[config.mk]
export PLATFORM = sky130hd
export DESIGN_NAME = bounded_ordered_list_top
export DESIGN_NICKNAME = d
export VERILOG_FILES = /design/src/bol_pkg.sv /design/src/bol_cell.sv /design/src/bounded_ordered_list_top.sv
export SDC_FILE = /design/constraint.sdc
export NUM_CORES = 2
export LEC_CHECK = 0
export ABC_AREA = 1
export BUFFER_PORTS_ARGS = -buffer_cell sky130_fd_sc_hd__buf_4
export CORE_UTILIZATION = 38
export DETAILED_ROUTE_END_ITERATION = 8
export GPL_TIMING_DRIVEN = 0
export PLACE_DENSITY = 0.65
export SYNTH_ARGS = -nofsm -noshare
export SYNTH_HDL_FRONTEND = slang
export SYNTH_SLANG_ARGS = --single-unit
[constraint.sdc]
create_clock -name clk -period 19.9 [get_ports clk]
set_input_delay 3.98 -clock clk [delete_from_list [all_inputs] [get_ports clk]]
set_output_delay 3.98 -clock clk [all_outputs]
set_load 0.02 [all_outputs]
[src/bol_pkg.sv]
// Package: shared types and constants for the bounded ordered list.
`timescale 1ns / 1ps
`default_nettype none
package bol_pkg;

  localparam int CAPACITY_DEF = 16;
  localparam int DATA_W       = 32;
  localparam int CMD_W        = 3;
  localparam int STATUS_W     = 2;
  localparam int COUNT_W      = 5;

  typedef enum logic [CMD_W-1:0] {
    CMD_ADD_FRONT = 3'd0,
    CMD_ADD_BACK  = 3'd1,
    CMD_INSERT    = 3'd2,
    CMD_REM_FRONT = 3'd3,
    CMD_REM_BACK  = 3'd4,
    CMD_REM_EQUAL = 3'd5,
    CMD_QUERY     = 3'd6
  } cmd_t;

  typedef enum logic [STATUS_W-1:0] {
    STATUS_OK    = 2'd0,
    STATUS_FULL  = 2'd1,
    STATUS_EMPTY = 2'd2
  } status_t;

  typedef enum logic {
    S_IDLE  = 1'b0,
    S_PURGE = 1'b1
  } state_t;

  typedef enum logic [2:0] {
    CO_HOLD,
    CO_SHR_ALL,
    CO_SHL_ALL,
    CO_INSERT,
    CO_SHL_MATCH
  } cell_op_t;

  typedef struct packed {
    cell_op_t                   op;
    logic                       ordered;
    logic signed [DATA_W-1:0]   value;
  } cell_ctl_t;

  typedef struct packed {
    logic [CMD_W-1:0]           cmd;
    logic signed [DATA_W-1:0]   value;
  } in_item_t;

  typedef struct packed {
    logic [STATUS_W-1:0]        status;
    logic [COUNT_W-1:0]         count;
    logic signed [DATA_W-1:0]   front_value;
    logic signed [DATA_W-1:0]   back_value;
    logic                       is_empty;
    logic                       found;
  } out_item_t;

endpackage
`default_nettype wire

[src/bol_cell.sv]
// One storage cell of the list chain: holds an entry and trades it with its neighbors.
`timescale 1ns / 1ps
`default_nettype none
module bol_cell
  import bol_pkg::*;
#(
  parameter int IDX      = 0,
  parameter int CAPACITY = CAPACITY_DEF
) (
  input  wire logic                     clk,
  input  wire cell_ctl_t                ctl,
  input  wire logic [$clog2(CAPACITY+1)-1:0] fill,
  input  wire logic signed [DATA_W-1:0] left_val,
  input  wire logic signed [DATA_W-1:0] right_val,
  input  wire logic                     hit_in,
  output logic                          hit_out,
  output logic                          match,
  output logic signed [DATA_W-1:0]      val
);

  localparam int FW = $clog2(CAPACITY + 1);
  localparam logic [FW-1:0] IDX_F = FW'(IDX);

  logic signed [DATA_W-1:0] entry_r;
  logic signed [DATA_W-1:0] entry_nxt;
  logic                     occ;
  logic                     at_tail;
  logic                     ge;

  assign occ     = (fill > IDX_F);
  assign at_tail = (fill == IDX_F);
  assign match   = occ && (entry_r == ctl.value);
  assign ge      = occ && ctl.ordered && (entry_r >= ctl.value);
  assign val     = entry_r;

  always_comb begin
    hit_out   = 1'b0;
    entry_nxt = entry_r;
    case (ctl.op)
      CO_SHR_ALL: entry_nxt = left_val;
      CO_SHL_ALL: entry_nxt = right_val;
      CO_INSERT: begin
        hit_out = hit_in || ge;
        if (hit_in) begin
          entry_nxt = left_val;
        end else if (ge || at_tail) begin
          entry_nxt = ctl.value;
        end
      end
      CO_SHL_MATCH: begin
        hit_out = hit_in || match;
        if (hit_in || match) begin
          entry_nxt = right_val;
        end
      end
      default: entry_nxt = entry_r;
    endcase
  end

  always_ff @(posedge clk) begin
    entry_r <= entry_nxt;
  end

endmodule
`default_nettype wire

[src/bounded_ordered_list_top.sv]
// Top level: bounded ordered list built from a chain of storage cells.
// Result: the strobe is registered and comes in the cycle after the command is accepted;
// remove-equal with matches strobes once the purge state finds no matching entry left.
// Throughput: one command per cycle while not busy; remove-equal with matches holds busy
// until every match is gone, one matching entry dropped per cycle by the shift chain.
// Reset: fill count cleared to zero, entries left undefined; no clearing pass.
// Results cannot be stalled: out_valid pulses for one cycle per command.
`timescale 1ns / 1ps
`default_nettype none
module bounded_ordered_list_top
  import bol_pkg::*;
#(
  parameter int CAPACITY = CAPACITY_DEF
) (
  input  wire logic     clk,
  input  wire logic     rst_n,
  input  wire logic     start,
  output logic          busy,
  input  wire in_item_t in_data,
  output logic          out_valid,
  output out_item_t     out_data
);

  localparam int FW = $clog2(CAPACITY + 1);
  localparam int IW = $clog2(CAPACITY);
  localparam logic [FW-1:0] FULL_F = FW'(CAPACITY);
  localparam logic [FW-1:0] ONE_F  = FW'(1);

  state_t                   state_r, state_nxt;
  logic [FW-1:0]            fill_r, fill_nxt;
  logic                     out_valid_r, out_valid_nxt;
  logic [STATUS_W-1:0]      status_r, status_nxt;
  logic                     found_r, found_nxt;
  logic signed [DATA_W-1:0] value_r;

  logic                     accept;
  logic                     any_match;
  logic                     full;
  logic                     empty;
  cell_ctl_t                ctl;
  logic signed [DATA_W-1:0] vals [CAPACITY];
  logic                     hit [CAPACITY+1];
  logic [CAPACITY-1:0]      match_vec;
  logic [IW-1:0]            back_idx;

  assign busy      = (state_r == S_PURGE);
  assign accept    = start && !busy;
  assign any_match = |match_vec;
  assign full      = (fill_r == FULL_F);
  assign empty     = (fill_r == '0);
  assign hit[0]    = 1'b0;

  for (genvar g = 0; g < CAPACITY; g++) begin : g_cell
    logic signed [DATA_W-1:0] left_v;
    logic signed [DATA_W-1:0] right_v;
    if (g == 0) begin : g_head
      assign left_v = ctl.value;
    end else begin : g_mid
      assign left_v = vals[g-1];
    end
    if (g == CAPACITY - 1) begin : g_tail
      assign right_v = '0;
    end else begin : g_body
      assign right_v = vals[g+1];
    end
    bol_cell #(
      .IDX      (g),
      .CAPACITY (CAPACITY)
    ) u_cell (
      .clk       (clk),
      .ctl       (ctl),
      .fill      (fill_r),
      .left_val  (left_v),
      .right_val (right_v),
      .hit_in    (hit[g]),
      .hit_out   (hit[g+1]),
      .match     (match_vec[g]),
      .val       (vals[g])
    );
  end

  always_comb begin
    state_nxt = state_r;
    unique case (state_r)
      S_IDLE: begin
        if (accept && (cmd_t'(in_data.cmd) == CMD_REM_EQUAL) && any_match) begin
          state_nxt = S_PURGE;
        end
      end
      S_PURGE: begin
        if (!any_match) begin
          state_nxt = S_IDLE;
        end
      end
      default: state_nxt = S_IDLE;
    endcase
  end

  always_comb begin
    ctl.op        = CO_HOLD;
    ctl.ordered   = 1'b0;
    ctl.value     = (state_r == S_PURGE) ? value_r : in_data.value;
    fill_nxt      = fill_r;
    out_valid_nxt = 1'b0;
    status_nxt    = status_r;
    found_nxt     = found_r;
    unique case (state_r)
      S_IDLE: begin
        if (accept) begin
          found_nxt  = any_match;
          status_nxt = STATUS_OK;
          unique case (cmd_t'(in_data.cmd)) inside
            CMD_ADD_FRONT, CMD_ADD_BACK, CMD_INSERT: begin
              out_valid_nxt = 1'b1;
              if (full) begin
                status_nxt = STATUS_FULL;
              end else begin
                fill_nxt = fill_r + ONE_F;
                if (cmd_t'(in_data.cmd) == CMD_ADD_FRONT) begin
                  ctl.op = CO_SHR_ALL;
                end else begin
                  ctl.op      = CO_INSERT;
                  ctl.ordered = (cmd_t'(in_data.cmd) == CMD_INSERT);
                end
              end
            end
            CMD_REM_FRONT, CMD_REM_BACK: begin
              out_valid_nxt = 1'b1;
              if (empty) begin
                status_nxt = STATUS_EMPTY;
              end else begin
                fill_nxt = fill_r - ONE_F;
                if (cmd_t'(in_data.cmd) == CMD_REM_FRONT) begin
                  ctl.op = CO_SHL_ALL;
                end
              end
            end
            CMD_REM_EQUAL: begin
              if (any_match) begin
                ctl.op   = CO_SHL_MATCH;
                fill_nxt = fill_r - ONE_F;
              end else begin
                out_valid_nxt = 1'b1;
              end
            end
            default: out_valid_nxt = 1'b1;
          endcase
        end
      end
      S_PURGE: begin
        if (any_match) begin
          ctl.op   = CO_SHL_MATCH;
          fill_nxt = fill_r - ONE_F;
        end else begin
          out_valid_nxt = 1'b1;
        end
      end
      default: out_valid_nxt = 1'b0;
    endcase
  end

  always_ff @(posedge clk) begin
    if (!rst_n) begin
      state_r     <= S_IDLE;
      fill_r      <= '0;
      out_valid_r <= 1'b0;
    end else begin
      state_r     <= state_nxt;
      fill_r      <= fill_nxt;
      out_valid_r <= out_valid_nxt;
    end
  end

  always_ff @(posedge clk) begin
    status_r <= status_nxt;
    found_r  <= found_nxt;
    if (accept) begin
      value_r <= in_data.value;
    end
  end

  assign back_idx = IW'(fill_r - ONE_F);

  assign out_valid            = out_valid_r;
  assign out_data.status      = status_r;
  assign out_data.count       = COUNT_W'(fill_r);
  assign out_data.front_value = empty ? '0 : vals[0];
  assign out_data.back_value  = empty ? '0 : vals[back_idx];
  assign out_data.is_empty    = empty;
  assign out_data.found       = found_r;

  a_fill_bound: assert property (@(posedge clk) disable iff (!rst_n)
    fill_r <= FULL_F)
    else $error("fill count above capacity");

  a_out_cause: assert property (@(posedge clk) disable iff (!rst_n)
    out_valid_r |-> ($past(accept) || $past(state_r == S_PURGE)))
    else $error("result strobe without a transaction");

  a_full_status: assert property (@(posedge clk) disable iff (!rst_n)
    (out_valid_r && (status_r == STATUS_FULL)) |-> full)
    else $error("full status while list not full");

  a_empty_status: assert property (@(posedge clk) disable iff (!rst_n)
    (out_valid_r && (status_r == STATUS_EMPTY)) |-> empty)
    else $error("empty status while list not empty");

  a_purge_step: assert property (@(posedge clk) disable iff (!rst_n)
    ((state_r == S_PURGE) && any_match) |=> (fill_r == $past(fill_r) - ONE_F))
    else $error("remove-equal step did not drop one entry");

endmodule
`default_nettype wire

==> results by group <==
Die
  – Number of core rows: 129
  – Die span in x: 355 um
  – # IOs: 113
  – Die height: 355 um
  – Starting Density: 0.383
  – Core area: 123000 sq um
  – Die outline area: 126000 sq um

Critical path
  – Worst setup EP type: register
  – Worst path arrival time: 13.23 ns
  – Most Frequent Cell on Critical Path: nand3_1
  – CP startpoint: in_data[31]
  – R2R Setup Slk: 8.35 ns
  – Crit start category: primary input
  – Reg2reg path depth: 44
  – CP max stage delay: 1.05 ns
  – Worst R2R End: g_cell[15].u_cell.val[6]$_DFFE_PP_
  – Req. time, crit path: 20.11 ns
  – Critical-path maximum fanout: 32
  – Critical path class: in2reg
  – Slowest CP cell: mux2i_1
  – Worst r2r src: busy$_SDFF_PN0_

STA
  – Rel. slew slack: -0.0625
  – Hold Vio Cnt, Final: 0
  – Final Critical Period: 13.02 ns
  – Fmax achieved: 76.8 MHz
  – RSZ-0062 raised after global routing: no
  – Setup Skew: 0.0329 ns
  – Total Neg Setup Slack: 0 ns
  – Worst-Margin Slew: 1.59 ns
  – Final period utilization: 0.654
  – Setup violators final: 0
  – Max Slew Vio Count: 76

Route
  – DRC: 0
  – Wirelength, routed: 234000 um
  – Iteration-0 DRC Markers: 6766
  – DR vias: 49.0k
  – ANT nets after route: 0
  – DR WL/cell: 30.2 um
  – Pre-Repair DR Iteration Count: 8
  – Vias per inst: 6.32

Global route
  – Gr usage total: 0.360
  – Vias in the first global route: 45.7k
  – Largest net degree at the start of global routing: 33
  – Initial antenna violation count: 17
  – Global route total overflow: 0
  – First-pass GRT wire length: 324000 um

Placed design
  – Placer Congestion: 1.04
  – # port buffers: 112
  – Final HPWL DP: 192000 um
  – Placed insts: 7623

Synthesis
  – Post-Synthesis Cells: 5847
  – Post-synthesis sequential area ratio: 0.351
  – EDFF count, synth: 547
  – #FFs+latches synth: 554
  – Avg Cell Area, Syn: 8.08 sq um
  – Post-synth cell types: 51
  – Synth warn: 0
  – Ys flop type: edfxtp_1
  – Synth Cell Area: 47200 sq um
  – Syn nets: 6403
  – Asr flop ratio synth: 0

Clocking
  – CTS tree: yes
  – Num CTS Buffers: 74
  – CTS sink count: 554
  – Worst skew pair latency: 0.69 ns
  – CTS max path bufs: 3
  – Worst-path clk slew: 0.05 ns
  – Clk root buf: clkbuf_16
  – CTS resizes: 0
  – Post-CTS Setup Bufs: 0
  – Post-CTS Hold Buffers: 0
  – H-Tree Depth: 3

Final layout
  – NumNets Final: 6620
  – Final Util: 0.430
  – Register area: 16600 sq um
  – Fill count: 12.6k
  – Filler-free cell count of the finished design: 7752
  – Area grow syn2layout: 12.3%
  – Most frequent cells in the layout: nand2_1, edfxtp_1, a21oi_1, inv_1, ha_1
  – Share of cells above drive strength 1: 0.0636
  – Commonest non-fill, non-tap cell in the layout: nand2_1
  – Area taken by multi-input logic gates: 27100 sq um

Worst hold path
  – Hold path start: g_cell[14].u_cell.val[0]$_DFFE_PP_
  – Hold WC Path Type: reg2reg
  – Hold path depth: 2
  – Hold Path End: g_cell[15].u_cell.val[0]$_DFFE_PP_

Job
  – Max Cap Violations: 8

Status
  – Failing checks: capacitance limit, slew limit
  – Status: finished, violations left

Power and ir drop
  – Peak supply drop: 0.0642 mV
  – Power Density: 85.0 nW/um^2
  – LEAKAGE: 0.0218 uW
-- how the worst max path moves through the flow --
stage          slack (ns)                                   to
6_report             6.88   g_cell[15].u_cell.val[6]$_DFFE_PP_
3_5_place_dp         6.36   g_cell[15].u_cell.val[5]$_DFFE_PP_
4_1_cts              7.05   g_cell[15].u_cell.val[5]$_DFFE_PP_
5_1_grt              6.50  g_cell[15].u_cell.val[19]$_DFFE_PP_
2_1_floorplan        9.13   g_cell[14].u_cell.val[0]$_DFFE_PP_
3_3_place_gp         3.59   g_cell[14].u_cell.val[5]$_DFFE_PP_
-- synth_stat cells (all sizes together), types with 12 or more instances --
| library cell | number | area, sq um |
|---|---|---|
| nand3 | 367 | 1870 |
| a211oi | 15 | 113 |
| inv | 549 | 2070 |
| a31oi | 27 | 169 |
| o21ai | 421 | 2110 |
| buf | 79 | 415 |
| ha | 518 | 6480 |
| a21oi | 543 | 2720 |
| a311oi | 40 | 350 |
| o221ai | 389 | 3410 |
| a221oi | 12 | 105 |
| mux2i | 31 | 310 |
| clkbuf | 326 | 1220 |
| nand2 | 1204 | 4620 |
| edfxtp | 547 | 16400 |
| nor2 | 291 | 1140 |
| o211ai | 411 | 3090 |
| nor3 | 17 | 90.1 |
-- final cells by class --
class,count,share of cell area
multi-input combinational,4332,0.512
sequential,554,0.312
inverter,556,0.0394
tap,1637,0.0386
clock buffer,94,0.0367
buffer,405,0.0313
timing repair buffer,141,0.0254
clock inverter,32,0.00429
antenna,1,0.0000472
-- routing by layer --
metal | vias up | wire [um] | part of all wire | global-route usage
met2 | 2967 | 99500 | 0.43 | 0.547
met1 | 23400 | 92300 | 0.39 | 0.470
li1 | 22000 | - | - | -
met4 | 20 | 16000 | 0.069 | 0.214
met3 | 611 | 26000 | 0.11 | 0.0767
met5 | - | 137 | 0.00059 | 0
-- registers in the layout, indices dropped and copies added (netlist names) --
| register | cells |
|---|---|
| out_valid | 1 |
| fill_r | 5 |
| busy | 1 |
| found_r | 1 |
| g_cell.u_cell.val | 512 |
| value_r | 32 |
| status_r | 2 |
-- power by group --
group | switching (uW) | internal (uW)
clock network | 599 | 693
logic | 1150 | 465
registers | 127 | 1470
-- stage by stage --
step | worst slack (ns) | area, sq um | power (uW) | hold WS (ns)
2_1_floorplan | 9.13 | 47200 | 2460 | 0.520
5_1_grt | 6.50 | 53000 | 4630 | 0.594
3_3_place_gp | 3.59 | 50100 | 3110 | 0.529
6_report | 6.88 | 53000 | 4510 | 0.553
4_1_cts | 7.05 | 53000 | 4420 | 0.549
3_5_place_dp | 6.36 | 50800 | 3160 | 0.547
-- kinds of logic after synthesis --
family	share of synthesized area
muxes	0.00657
adders and majority gates	0.137
DFF	0.351
AOI/OAI and AO/OA	0.260
xor gates and xnor gates	0.00148
and+or+nand+nor	0.166
buffers and inverters	0.0790
-- worst max-delay path, delay by kind of cell --
kind                     cells  cell delay (ns)
AND/OR/NAND/NOR             34             5.21
buffers and inverters        6             2.33
multiplexers                 1             1.05
adder cells (fa/ha/maj)      1             0.42
AO/OA/AOI/OAI                1             0.12
(Power assumes the default switching activity.)
